===== src/gafd_pkg.sv =====
`default_nettype none

package gafd_pkg;

	localparam int PIX_W          = 8;
	localparam int FACTOR_W       = 8;
	localparam int COORD_W        = 16;
	localparam int CFG_IDX_W      = 3;
	localparam int DEF_MAX_FACTOR = 255;
	localparam int Q_DEPTH        = 4;
	localparam int Q_PTR_W        = $clog2(Q_DEPTH);

	localparam logic [CFG_IDX_W-1:0] REG_SAMPLE_FACTOR = 3'd0;
	localparam logic [CFG_IDX_W-1:0] REG_FRAME_LEFT    = 3'd1;
	localparam logic [CFG_IDX_W-1:0] REG_FRAME_TOP     = 3'd2;
	localparam logic [CFG_IDX_W-1:0] REG_FRAME_WIDTH   = 3'd3;
	localparam logic [CFG_IDX_W-1:0] REG_FRAME_HEIGHT  = 3'd4;
	localparam logic [CFG_IDX_W-1:0] REG_SCREEN_WIDTH  = 3'd5;
	localparam logic [CFG_IDX_W-1:0] REG_SCREEN_HEIGHT = 3'd6;

	typedef struct packed {
		logic [FACTOR_W-1:0] factor;
		logic [FACTOR_W-1:0] skip_cols;
		logic [FACTOR_W-1:0] skip_rows;
		logic [COORD_W-1:0]  fw;
		logic [COORD_W-1:0]  fh;
		logic [COORD_W-1:0]  left;
		logic [COORD_W-1:0]  top;
		logic [COORD_W-1:0]  ow;
		logic [COORD_W-1:0]  oh;
	} frame_desc_t;

	typedef struct packed {
		logic [PIX_W-1:0]   pixel;
		logic [COORD_W-1:0] col;
		logic [COORD_W-1:0] row;
		logic               last;
		logic [COORD_W-1:0] left;
		logic [COORD_W-1:0] top;
		logic [COORD_W-1:0] width;
		logic [COORD_W-1:0] height;
	} out_item_t;

endpackage

`default_nettype wire


===== src/gafd_setup.sv =====
`default_nettype none

module gafd_setup #(
	parameter int MAX_FACTOR = gafd_pkg::DEF_MAX_FACTOR
) (
	input  logic                             clk,
	input  logic                             arst_n,
	input  logic                             cfg_valid,
	output logic                             cfg_ready,
	input  logic [gafd_pkg::CFG_IDX_W-1:0]   cfg_index,
	input  logic [gafd_pkg::COORD_W-1:0]     cfg_data,
	output logic                             busy,
	output gafd_pkg::frame_desc_t            desc
);
	import gafd_pkg::*;

	localparam int STEP_W = $clog2(COORD_W);

	typedef enum logic [2:0] {
		S_IDLE,
		S_START,
		S_LEFT,
		S_TOP,
		S_WIDTH,
		S_HEIGHT
	} state_t;

	state_t              state_q;
	logic [FACTOR_W-1:0] sf_q;
	logic [COORD_W-1:0]  left_q;
	logic [COORD_W-1:0]  top_q;
	logic [COORD_W-1:0]  fw_q;
	logic [COORD_W-1:0]  fh_q;
	logic [COORD_W-1:0]  sw_q;
	logic [COORD_W-1:0]  sh_q;
	logic [COORD_W-1:0]  acc_q;
	logic [FACTOR_W-1:0] rem_q;
	logic [STEP_W-1:0]   step_q;
	frame_desc_t         desc_q;

	logic [COORD_W-1:0]  min_dim;
	logic [FACTOR_W-1:0] f_clamp;
	logic [FACTOR_W:0]   r_ext;
	logic                ge;
	logic [FACTOR_W-1:0] rem_n;
	logic [COORD_W-1:0]  acc_n;
	logic [COORD_W-1:0]  ceil_n;
	logic [FACTOR_W-1:0] skip_n;
	logic                last_step;
	logic [COORD_W-1:0]  w_dvd;
	logic [COORD_W-1:0]  h_dvd;

	// The factor in use is clamped to one, to the maximum and to the smaller screen side.
	always_comb begin
		min_dim = (sw_q < sh_q) ? sw_q : sh_q;
		if (min_dim == '0) begin
			min_dim = COORD_W'(1);
		end
		f_clamp = (sf_q == '0) ? FACTOR_W'(1) : sf_q;
		if (f_clamp > FACTOR_W'(MAX_FACTOR)) begin
			f_clamp = FACTOR_W'(MAX_FACTOR);
		end
		if ({{(COORD_W-FACTOR_W){1'b0}}, f_clamp} > min_dim) begin
			f_clamp = min_dim[FACTOR_W-1:0];
		end
	end

	// One restoring division step per cycle, unless a configuration write restarts set-up.
	always_comb begin
		r_ext     = {rem_q, acc_q[COORD_W-1]};
		ge        = r_ext >= {1'b0, desc_q.factor};
		rem_n     = ge ? FACTOR_W'(r_ext - {1'b0, desc_q.factor}) : r_ext[FACTOR_W-1:0];
		acc_n     = {acc_q[COORD_W-2:0], ge};
		ceil_n    = acc_n + {{(COORD_W-1){1'b0}}, (rem_n != '0)};
		skip_n    = (rem_n == '0) ? '0 : FACTOR_W'(desc_q.factor - rem_n);
		last_step = step_q == STEP_W'(COORD_W-1);
		w_dvd     = (fw_q >= {{(COORD_W-FACTOR_W){1'b0}}, desc_q.skip_cols}) ?
			COORD_W'(fw_q - {{(COORD_W-FACTOR_W){1'b0}}, desc_q.skip_cols}) : '0;
		h_dvd     = (fh_q >= {{(COORD_W-FACTOR_W){1'b0}}, desc_q.skip_rows}) ?
			COORD_W'(fh_q - {{(COORD_W-FACTOR_W){1'b0}}, desc_q.skip_rows}) : '0;
	end

	always_ff @(posedge clk or negedge arst_n) begin
		if (!arst_n) begin
			state_q          <= S_IDLE;
			sf_q             <= FACTOR_W'(1);
			left_q           <= '0;
			top_q            <= '0;
			fw_q             <= '0;
			fh_q             <= '0;
			sw_q             <= COORD_W'(1);
			sh_q             <= COORD_W'(1);
			acc_q            <= '0;
			rem_q            <= '0;
			step_q           <= '0;
			desc_q           <= '{factor: FACTOR_W'(1), default: '0};
		end else if (cfg_valid) begin
			state_q <= S_START;
			unique case (cfg_index)
				REG_SAMPLE_FACTOR: sf_q   <= cfg_data[FACTOR_W-1:0];
				REG_FRAME_LEFT:    left_q <= cfg_data;
				REG_FRAME_TOP:     top_q  <= cfg_data;
				REG_FRAME_WIDTH:   fw_q   <= cfg_data;
				REG_FRAME_HEIGHT:  fh_q   <= cfg_data;
				REG_SCREEN_WIDTH:  sw_q   <= cfg_data;
				REG_SCREEN_HEIGHT: sh_q   <= cfg_data;
				default: begin
				end
			endcase
		end else begin
			unique case (state_q)
				S_IDLE: begin
				end
				S_START: begin
					desc_q.factor <= f_clamp;
					desc_q.fw     <= fw_q;
					desc_q.fh     <= fh_q;
					acc_q         <= left_q;
					rem_q         <= '0;
					step_q        <= '0;
					state_q       <= S_LEFT;
				end
				S_LEFT, S_TOP, S_WIDTH, S_HEIGHT: begin
					if (!last_step) begin
						acc_q  <= acc_n;
						rem_q  <= rem_n;
						step_q <= step_q + STEP_W'(1);
					end else begin
						rem_q  <= '0;
						step_q <= '0;
						unique case (state_q)
							S_LEFT: begin
								desc_q.left      <= ceil_n;
								desc_q.skip_cols <= skip_n;
								acc_q            <= top_q;
								state_q          <= S_TOP;
							end
							S_TOP: begin
								desc_q.top       <= ceil_n;
								desc_q.skip_rows <= skip_n;
								acc_q            <= w_dvd;
								state_q          <= S_WIDTH;
							end
							S_WIDTH: begin
								desc_q.ow <= acc_n;
								acc_q     <= h_dvd;
								state_q   <= S_HEIGHT;
							end
							default: begin
								desc_q.oh <= acc_n;
								if (desc_q.ow == '0 || acc_n == '0) begin
									desc_q.left <= '0;
									desc_q.top  <= '0;
								end
								state_q <= S_IDLE;
							end
						endcase
					end
				end
				default: state_q <= S_IDLE;
			endcase
		end
	end

	assign cfg_ready = 1'b1;
	assign busy      = state_q != S_IDLE;
	assign desc      = desc_q;

endmodule

`default_nettype wire


===== src/gafd_front.sv =====
`default_nettype none

module gafd_front (
	input  logic                         clk,
	input  logic                         arst_n,
	input  logic                         in_valid,
	output logic                         in_ready,
	input  logic [gafd_pkg::PIX_W-1:0]   pixel_value,
	input  logic                         busy,
	input  gafd_pkg::frame_desc_t        desc,
	input  logic                         q_full,
	output logic                         push,
	output gafd_pkg::out_item_t          item
);
	import gafd_pkg::*;

	logic [COORD_W-1:0]  ic_q;
	logic [COORD_W-1:0]  ir_q;
	logic [FACTOR_W-1:0] cp_q;
	logic [FACTOR_W-1:0] rp_q;
	logic [COORD_W-1:0]  ec_q;
	logic [COORD_W-1:0]  er_q;
	frame_desc_t         lat_q;

	logic                frame_start;
	frame_desc_t         d;
	logic [FACTOR_W-1:0] cp;
	logic [FACTOR_W-1:0] rp;
	logic [COORD_W-1:0]  ec;
	logic [COORD_W-1:0]  er;
	logic                nonempty;
	logic                keep;
	logic                accept;
	logic [COORD_W-1:0]  ic_n;
	logic [COORD_W-1:0]  ir_n;
	logic [FACTOR_W-1:0] cp_n;
	logic [FACTOR_W-1:0] rp_n;
	logic [COORD_W-1:0]  ec_n;
	logic [COORD_W-1:0]  er_n;

	// The first pixel of a frame takes the descriptor worked out at set-up.
	always_comb begin
		frame_start = (ic_q == '0) && (ir_q == '0);
		d           = frame_start ? desc : lat_q;
		cp          = frame_start ? desc.skip_cols : cp_q;
		rp          = frame_start ? desc.skip_rows : rp_q;
		ec          = frame_start ? '0 : ec_q;
		er          = frame_start ? '0 : er_q;
		nonempty    = (d.fw != '0) && (d.fh != '0);
		keep        = nonempty && (cp == '0) && (rp == '0) && (ec < d.ow) && (er < d.oh);
		in_ready    = !busy && !q_full;
		accept      = in_valid && in_ready;
		push        = accept && keep;

		item.pixel  = pixel_value;
		item.col    = ec;
		item.row    = er;
		item.last   = ({1'b0, ec} + 17'd1 == {1'b0, d.ow}) &&
			({1'b0, er} + 17'd1 == {1'b0, d.oh});
		item.left   = d.left;
		item.top    = d.top;
		item.width  = d.ow;
		item.height = d.oh;
	end

	always_comb begin
		ic_n = ic_q;
		ir_n = ir_q;
		rp_n = rp;
		er_n = er;
		if (cp == '0) begin
			ec_n = (ec < d.ow) ? ec + COORD_W'(1) : ec;
			cp_n = d.factor - FACTOR_W'(1);
		end else begin
			ec_n = ec;
			cp_n = cp - FACTOR_W'(1);
		end
		if ({1'b0, ic_q} + 17'd1 >= {1'b0, d.fw}) begin
			ic_n = '0;
			cp_n = d.skip_cols;
			ec_n = '0;
			if (rp == '0) begin
				er_n = (er < d.oh) ? er + COORD_W'(1) : er;
				rp_n = d.factor - FACTOR_W'(1);
			end else begin
				rp_n = rp - FACTOR_W'(1);
			end
			if ({1'b0, ir_q} + 17'd1 >= {1'b0, d.fh}) begin
				ir_n = '0;
				cp_n = '0;
				rp_n = '0;
				er_n = '0;
			end else begin
				ir_n = ir_q + COORD_W'(1);
			end
		end else begin
			ic_n = ic_q + COORD_W'(1);
		end
	end

	always_ff @(posedge clk or negedge arst_n) begin
		if (!arst_n) begin
			ic_q  <= '0;
			ir_q  <= '0;
			cp_q  <= '0;
			rp_q  <= '0;
			ec_q  <= '0;
			er_q  <= '0;
			lat_q <= '0;
		end else if (accept) begin
			lat_q <= d;
			if (nonempty) begin
				ic_q <= ic_n;
				ir_q <= ir_n;
				cp_q <= cp_n;
				rp_q <= rp_n;
				ec_q <= ec_n;
				er_q <= er_n;
			end
		end
	end

endmodule

`default_nettype wire


===== src/gafd_queue.sv =====
`default_nettype none

module gafd_queue (
	input  logic                   clk,
	input  logic                   arst_n,
	input  logic                   push,
	input  gafd_pkg::out_item_t    wr_item,
	output logic                   full,
	output logic                   out_valid,
	input  logic                   out_ready,
	output gafd_pkg::out_item_t    rd_item
);
	import gafd_pkg::*;

	out_item_t            mem_q [Q_DEPTH];
	logic [Q_PTR_W-1:0]   wr_ptr_q;
	logic [Q_PTR_W-1:0]   rd_ptr_q;
	logic [Q_PTR_W:0]     cnt_q;
	logic                 pop;

	assign full      = cnt_q == (Q_PTR_W+1)'(Q_DEPTH);
	assign out_valid = cnt_q != '0;
	assign pop       = out_valid && out_ready;
	assign rd_item   = mem_q[rd_ptr_q];

	always_ff @(posedge clk) begin
		if (push) begin
			mem_q[wr_ptr_q] <= wr_item;
		end
	end

	always_ff @(posedge clk or negedge arst_n) begin
		if (!arst_n) begin
			wr_ptr_q <= '0;
			rd_ptr_q <= '0;
			cnt_q    <= '0;
		end else begin
			if (push) begin
				wr_ptr_q <= wr_ptr_q + Q_PTR_W'(1);
			end
			if (pop) begin
				rd_ptr_q <= rd_ptr_q + Q_PTR_W'(1);
			end
			if (push && !pop) begin
				cnt_q <= cnt_q + (Q_PTR_W+1)'(1);
			end else if (pop && !push) begin
				cnt_q <= cnt_q - (Q_PTR_W+1)'(1);
			end
		end
	end

endmodule

`default_nettype wire


===== src/grid_aligned_frame_decimator.sv =====
// A kept pixel is registered into a four-entry queue when accepted, so the output can stall on its own.
// Throughput: one pixel per clock unless set-up is busy or the queue is full.
// A configuration write restarts set-up: one shared divider runs four 16-step divisions,
// so the pixel input is held off until all four are done.
// Reset returns the registers to their reset values, clears all counters and the queue.
`default_nettype none

module grid_aligned_frame_decimator #(
	parameter int MAX_FACTOR = gafd_pkg::DEF_MAX_FACTOR
) (
	input  logic                             clk,
	input  logic                             arst_n,
	input  logic                             cfg_valid,
	output logic                             cfg_ready,
	input  logic [gafd_pkg::CFG_IDX_W-1:0]   cfg_index,
	input  logic [gafd_pkg::COORD_W-1:0]     cfg_data,
	input  logic                             in_valid,
	output logic                             in_ready,
	input  logic [gafd_pkg::PIX_W-1:0]       pixel_value,
	output logic                             out_valid,
	input  logic                             out_ready,
	output logic [gafd_pkg::PIX_W-1:0]       kept_pixel,
	output logic [gafd_pkg::COORD_W-1:0]     out_col,
	output logic [gafd_pkg::COORD_W-1:0]     out_row,
	output logic                             last_of_frame,
	output logic [gafd_pkg::COORD_W-1:0]     out_left,
	output logic [gafd_pkg::COORD_W-1:0]     out_top,
	output logic [gafd_pkg::COORD_W-1:0]     out_width,
	output logic [gafd_pkg::COORD_W-1:0]     out_height
);
	import gafd_pkg::*;

	logic        busy;
	frame_desc_t desc;
	logic        q_full;
	logic        push;
	out_item_t   wr_item;
	out_item_t   rd_item;

	gafd_setup #(
		.MAX_FACTOR(MAX_FACTOR)
	) u_setup (
		.clk      (clk),
		.arst_n   (arst_n),
		.cfg_valid(cfg_valid),
		.cfg_ready(cfg_ready),
		.cfg_index(cfg_index),
		.cfg_data (cfg_data),
		.busy     (busy),
		.desc     (desc)
	);

	gafd_front u_front (
		.clk        (clk),
		.arst_n     (arst_n),
		.in_valid   (in_valid),
		.in_ready   (in_ready),
		.pixel_value(pixel_value),
		.busy       (busy),
		.desc       (desc),
		.q_full     (q_full),
		.push       (push),
		.item       (wr_item)
	);

	gafd_queue u_queue (
		.clk      (clk),
		.arst_n   (arst_n),
		.push     (push),
		.wr_item  (wr_item),
		.full     (q_full),
		.out_valid(out_valid),
		.out_ready(out_ready),
		.rd_item  (rd_item)
	);

	assign kept_pixel    = rd_item.pixel;
	assign out_col       = rd_item.col;
	assign out_row       = rd_item.row;
	assign last_of_frame = rd_item.last;
	assign out_left      = rd_item.left;
	assign out_top       = rd_item.top;
	assign out_width     = rd_item.width;
	assign out_height    = rd_item.height;

endmodule

`default_nettype wire


===== config.mk =====
export PLATFORM = sky130hd
export DESIGN_NAME = grid_aligned_frame_decimator
export DESIGN_NICKNAME = d
export VERILOG_FILES = /design/src/gafd_pkg.sv /design/src/gafd_setup.sv /design/src/gafd_front.sv /design/src/gafd_queue.sv /design/src/grid_aligned_frame_decimator.sv
export SDC_FILE = /design/constraint.sdc
export NUM_CORES = 1
export LEC_CHECK = 0
export BUFFER_PORTS_ARGS = -buffer_cell sky130_fd_sc_hd__buf_4
export CORE_MARGIN = 4
export CORE_UTILIZATION = 45
export DETAILED_ROUTE_END_ITERATION = 10
export GPL_ROUTABILITY_DRIVEN = 0
export PLACE_DENSITY = 0.57
export SYNTH_ARGS = -nofsm -noshare
export SYNTH_HDL_FRONTEND = slang
export SYNTH_SLANG_ARGS = --single-unit
export TNS_END_PERCENT = 5

===== constraint.sdc =====
create_clock -name clk -period 21.3 [get_ports clk]
set_clock_uncertainty 0.2 [all_clocks]
set_input_delay 2.13 -clock clk [delete_from_list [all_inputs] [get_ports clk]]
set_output_delay 2.13 -clock clk [all_outputs]
set_load 0.01 [all_outputs]

* Word level (Yosys, flattened, before mapping)
Memories as Yosys holds them, arrays and structs flattened. Cells that the tools add are included.
Operators by class: add/subtract/negate cells 21, order comparisons 10, eq/ne operators 18, multiplexer cells 47, bitwise operators 4, reduce and logical (&&, ||, !) cells 62
Operator list (number):
- $mux 16 | 16
- $mux 120 | 1
- $mux 8 | 14
- $pmux 16 s2 | 3
- $logic_not 16->1 | 5
- $add 16x1->17 const B | 4
- $add 16x1->16 const B | 4
- $lt 16x16->1 | 3
- $pmux 16 s3 | 1
- $eq 17x16->1 | 2
- $ge 17x16->1 | 2
- $ge 16x8->1 | 2
- $logic_not 8->1 | 4
- $mux 32 | 1
- $reduce_bool 16->1 | 2
- $sub 16x8->16 | 2
- $reduce_and 2->1 | 12
- $sub 8x1->8 const B | 3
- $eq 3x3->1 const B | 6
- $pmux 3 s3 | 2
- $add 16x1->16 | 1
- $gt 8x16->1 | 1
- $pmux 8 s2 | 1
- $reduce_and 4->1 | 4
- other kinds (30) | 66
Word-level totals: register bits 462, memory bits (writable) 420, input bits 32, output and inout port bits 108, word-level logic and storage cells 201, memories 1
Memories:
- u_queue.mem_q | words 4, width 105, read ports 1, clocked after memory_dff 0, wr ports 1, line gafd_queue.sv:15 | out_item_t mem_q [Q_DEPTH];

* Logic depth before layout (Yosys ltp)
depth in word-level cells 14, mapped depth 26, mapped depth without buffers 20

* By module
Synthesis repeated with hierarchy kept, for this count alone.
Unflattened totals: cell total of the unflattened synthesis 3540, area total of the unflattened synthesis 42806.1 um^2
By module, submodules not included:
- gafd_queue | times used 1, cells an instance 583, area an instance 15521.1 um^2, seq. area each 12787.3 um^2
- gafd_front | times used 1, cells an instance 1699, area an instance 14138.6 um^2, seq. area each 4804.6 um^2
- gafd_setup | times used 1, cells an instance 1258, area an instance 13146.4 um^2, seq. area each 6386.1 um^2

* Worst setup path after synthesis
Ideal clock, no wire load.
kind register -> register, from register u_front.ic_q[0], to memory u_queue.mem_q[0][0] in the netlist's numbering (enable), library setup time 0.476 ns, arrival 6.550 ns, required time 20.624 ns, path slack 14.075 ns, cell stages (with the launch flop) 22, path buffers 7, clock period less this slack 7.225 ns, cell sequence dfrtp_1 -> inv_1 -> ha_1 -> nor4b_1 -> nand4_2 -> or2_4 -> buf_6 -> buf_6 -> clkbuf_1 -> buf_2 -> clkbuf_1 -> and2_1 -> ha_1 -> and3_1 -> a31o_2 -> o2111ai_1 -> a21oi_1 -> and3b_1 -> buf_4 -> and3_1 -> clkbuf_1 -> and2_1
On the way: elaborated cells on any way between the ends 21, those cells by class order compare: 2; mux: 7; reduce/logical: 12
RTL lines:
- start, declared | line gafd_front.sv:17 | logic [COORD_W-1:0] ic_q;
- start signal, assigned | line gafd_front.sv:113 | ic_q <= ic_n;
- $logic_not 16->1 | line gafd_front.sv:43 | frame_start = (ic_q == '0) && (ir_q == '0);
- $logic_and 1x1->1 | line gafd_front.sv:43
- $mux 16 | line gafd_front.sv:48 | er = frame_start ? '0 : er_q;
- named net u_front.er[12] | line gafd_front.sv:30 | logic [COORD_W-1:0] er;
- $lt 16x16->1 | line gafd_front.sv:50 | keep = nonempty && (cp == '0) && (rp == '0) && (ec < d.ow) && (er < d.oh);
- $logic_and 1x1->1 | line gafd_front.sv:50
- $logic_and 1x1->1 | line gafd_front.sv:53 | push = accept && keep;
- named net push | line grid_aligned_frame_decimator.sv:36 | logic push;
- $mux 1 | line gafd_queue.sv:27 | if (push) begin
- $mux 1 (implied by the code) | line gafd_queue.sv:28 | mem_q[wr_ptr_q] <= wr_item;
- end, declared | line gafd_queue.sv:15
The timed path passes the listed nets, and every way through them passes these cells.

* Final worst setup path
from register u_front.ic_q[0], to memory u_queue.mem_q[3][72] in the netlist's numbering (enable)
On the way: longest elaborated chain between the ends 12, elaborated cells on any way between the ends 21, those cells by class order compare: 2; mux: 7; reduce/logical: 12
RTL lines (line):
- $logic_not 16->1 (*) | gafd_front.sv:43
- $logic_and 1x1->1 (*) | gafd_front.sv:43
- branches (longest 6 deep; another with $lt 16x16->1)
- $logic_and 1x1->1 (*) | gafd_front.sv:50
- $logic_and 1x1->1 (*) | gafd_front.sv:53
- $mux 1 (*) | gafd_queue.sv:27
- $mux 1 (implied by the code) (*) | gafd_queue.sv:28
Every way passes the cells marked *.

==> summary.md <==
| Metric | Value |
|---|---|
| Outcome | `finished clean` |
| WP data required | `21.36 ns` |
| Routed vias/inst | `5.891` |
| Slew Viols, Final | `0` |
| Seq/Total Area, Yosys | `57.06%` |
| Global-route wire length before repair | `173000 um` |
| Worst Setup EP | `u_queue.mem_q[3][72]$_DFFE_PP_` |
| Total wire length | `111400 um` |
| Diodes inserted | `0` |
| Post-Syn Instances | `3378` |
| Initial antenna violation count | `2` |
| WS Path Type | `reg2reg` |
| Slowest cell on the critical path | `buf_4` |
| Postcts setup bufs | `0` |
| Pin count of the biggest net entering global routing | `154` |
| R2r endpoint | `u_queue.mem_q[3][72]$_DFFE_PP_` |
| Power per cell area | `89.00 mW/mm^2` |
| Post-layout nets | `3644` |
| Worst-Margin Slew | `1.266 ns` |
| Hpwl dp | `76300 um` |
| Max reg flops | `420` |
| Via count | `28229` |
| Clock transition at path regs | `0.06 ns` |
| Final worst slack | `13.70 ns` |
| Crit. End Element | `register` |
| Number of I/O pins | `140` |
| CTS tree | `yes` |
| FF+latch count, synth | `874` |
| EDFF count, synth | `420` |
| Main area contributors after synthesis | `edfxtp_1, dfrtp_1, mux4_2, mux2_2, ha_1` |
| Vias in the first global route | `28541` |
| R2R setup slack | `13.70 ns` |
| Count leader, synth | `dfrtp_1` |
| First-pass DRT Iterations | `5` |
| DRT iter0 DRCs | `2104` |
| Synth Flop Type | `dfrtp_1` |
| Normalized max-slew margin | `15.27%` |
| R2r startpoint | `u_front.ic_q[0]$_DFFE_PN0P_` |
| Max_cap viols | `0` |
| Fin. Hold Viols | `0` |
| Layout cell share with drive strength beyond 1 | `18.51%` |
| Site Rows | `111` |
| Clk_lat worst skew | `0.65 ns` |
| Pre-CTS setup slack | `13.65 ns` |
| WL/cell | `23.25 um` |
| Fraction of registers with async set/reset | `51.95%` |
| Global Route Usage Sum | `22.46%` |
| Setup Viol. Count Final | `0` |
| Synth warn | `0` |
| Cell accounting for the most synthesized area | `edfxtp_1` |
| Post-Route Setup TNS | `0 ns` |
| Largest buffer count on any clock path | `3` |
| Commonest cells in the netlist | `dfrtp_1, edfxtp_1, nand2_1, o21ai_0, mux2_2` |
| Final min period | `7.600 ns` |
| Worst path cell trace | `inv_1 > ha_1 > nor4b_1 > nand4_2 > or2_4 > buf_4 > buf_4 > mux2i_1 > ha_1 > a21oi_1 > nand2_1 > a211oi_1 > a21oi_1 > a2111oi_4 > buf_4 > and3_1 > and2_4 > buf_4` |
| Syn avg cell area | `12.44 um^2` |
| Area of the core | `0.09208 mm^2` |
| Total die area | `0.09833 mm^2` |
| Cts repair resizes | `0` |
| Root Buffer | `clkbuf_16` |
| Cell area after synthesis | `0.04202 mm^2` |
| Height of the die | `313.6 um` |
| CP startpoint kind | `register` |
| CTS buffer count | `93` |
| DIE WIDTH | `313.6 um` |
| Starting density of the core | `45.63%` |
| Drt drc | `0` |
| Syn nets | `3550` |
| Sink Count | `874` |
| Most flops, register | `u_queue.mem_q` |
| RSZ-0062 raised after global routing | `false` |
| Port Buffers | `138` |
| CP arrival | `7.66 ns` |
| Fmax | `131.6 MHz` |
| Launch point of the worst path | `u_front.ic_q[0]$_DFFE_PN0P_` |
| Worst-path fanout max | `56` |
| Post-synth top area share | `30.02%` |
| P_leak | `20.41 nW` |
| Routed Antenna Nets | `0` |
| Synth-to-Final Area Change | `12.74%` |
| H-tree levels | `3` |
| CTS Hold Bufs | `0` |
| Final worst path period share | `35.68%` |
| Reg2Reg Depth | `18` |
| Worst path max stage delay | `0.82 ns` |
| Netlist cell types | `94` |
| Most common cell on crit path | `buf_4` |
| IR drop worst, VDD | `0.05776 mV` |
| GRT overflow | `0` |
| Hold Path Class | `reg2reg` |
[cell usage in the layout, fill, tap and decap left out, drive strengths merged, types with 28 or more instances in the layout]
cell     instances
nor3            51
mux2i           93
buf            177
ha             135
nor2           126
xor2            62
mux4           105
inv            115
nor4            46
dfrtp          450
o31ai           34
nand2          419
clkbuf         131
a21oi          111
mux2           188
clkinv          29
nand3           85
nand4           37
o2bb2ai         28
edfxtp         420
xnor2           94
and3            38
o21ai          222
and2            48
[worst max-delay path: cells and delay by family (launching register included)]
kind | cells | cell delay [ns]
buffers and inverters | 5 | 2.45
DFF | 1 | 0.44
and+or+nand+nor | 6 | 2.24
AOI/OAI and AO/OA | 4 | 0.85
adders and majority gates | 2 | 0.52
muxes | 1 | 0.37
[metal layers]
metal / up-vias / part of all wire (%) / GRT usage (%)
met2: 874 / 48 / 36.66
li1: 12724 / - / -
met5: - / 0.012 / 0
met1: 14411 / 45 / 31.60
met3: 218 / 4.9 / 2.703
met4: 2 / 3.0 / 7.183
[power by group]
part           total, mW  leakage (nW)  switching, mW  internal, mW
combinational      0.607          8.31          0.357         0.251
clock               1.64          1.52          0.674         0.963
sequential          1.97          10.6          0.128          1.84
total               4.22          20.4           1.16          3.06
[worst min-delay path by stage]
stage | start | end | slack, ns | cells after the start
floorplan | u_front.lat_q[1]$_DFFE_PN0P_ | u_front.lat_q[1]$_DFFE_PN0P_ | 0.25 | 2
global placement | u_front.lat_q[1]$_DFFE_PN0P_ | u_front.lat_q[1]$_DFFE_PN0P_ | 0.27 | 2
detailed placement | u_setup.desc[63]$_DFFE_PN0P_ | u_setup.desc[63]$_DFFE_PN0P_ | 0.27 | 1
CTS | u_setup.desc[42]$_DFFE_PN0P_ | u_setup.desc[42]$_DFFE_PN0P_ | 0.29 | 1
global route | u_setup.desc[36]$_DFFE_PN0P_ | u_setup.desc[36]$_DFFE_PN0P_ | 0.31 | 1
finish | u_setup.desc[63]$_DFFE_PN0P_ | u_setup.desc[63]$_DFFE_PN0P_ | 0.29 | 1
[metrics by stage]
stage / area (um^2) / util, % / hold slack [ns] / power, mW / std cells
global placement: 44260 / 48.07 / 0.2694 / 2.585 / 4620
global route: 47370 / 51.45 / 0.3075 / 4.400 / 4792
CTS: 47370 / 51.45 / 0.2935 / 4.247 / 4792
finish: 47370 / 51.45 / 0.2926 / 4.216 / 4792
floorplan: 42020 / - / 0.2498 / 2.381 / 3378
detailed placement: 44260 / 48.07 / 0.2736 / 2.600 / 4620
[layout make-up]
type                            count  area [um^2]
Clock buffer                      131         2634
Clock inverter                     41        479.2
Fill cell                        7855        44710
Inverter                          114        427.9
Multi-Input combinational cell   2212        16940
Sequential cell                   874        23990
Tap cell                         1243         1555
Timing Repair Buffer              177         1349
[logic make-up after synthesis]
logic type,after synthesis,synth area share [%]
buf+inv,292,2.781
compound gates,586,8.981
mux,386,12.92
xor+xnor,156,3.252
simple gates,943,10.73
fa+ha+maj,140,4.258
other cells,1,0.008925
flops,874,57.06
Power figures use the tool's default switching activity.
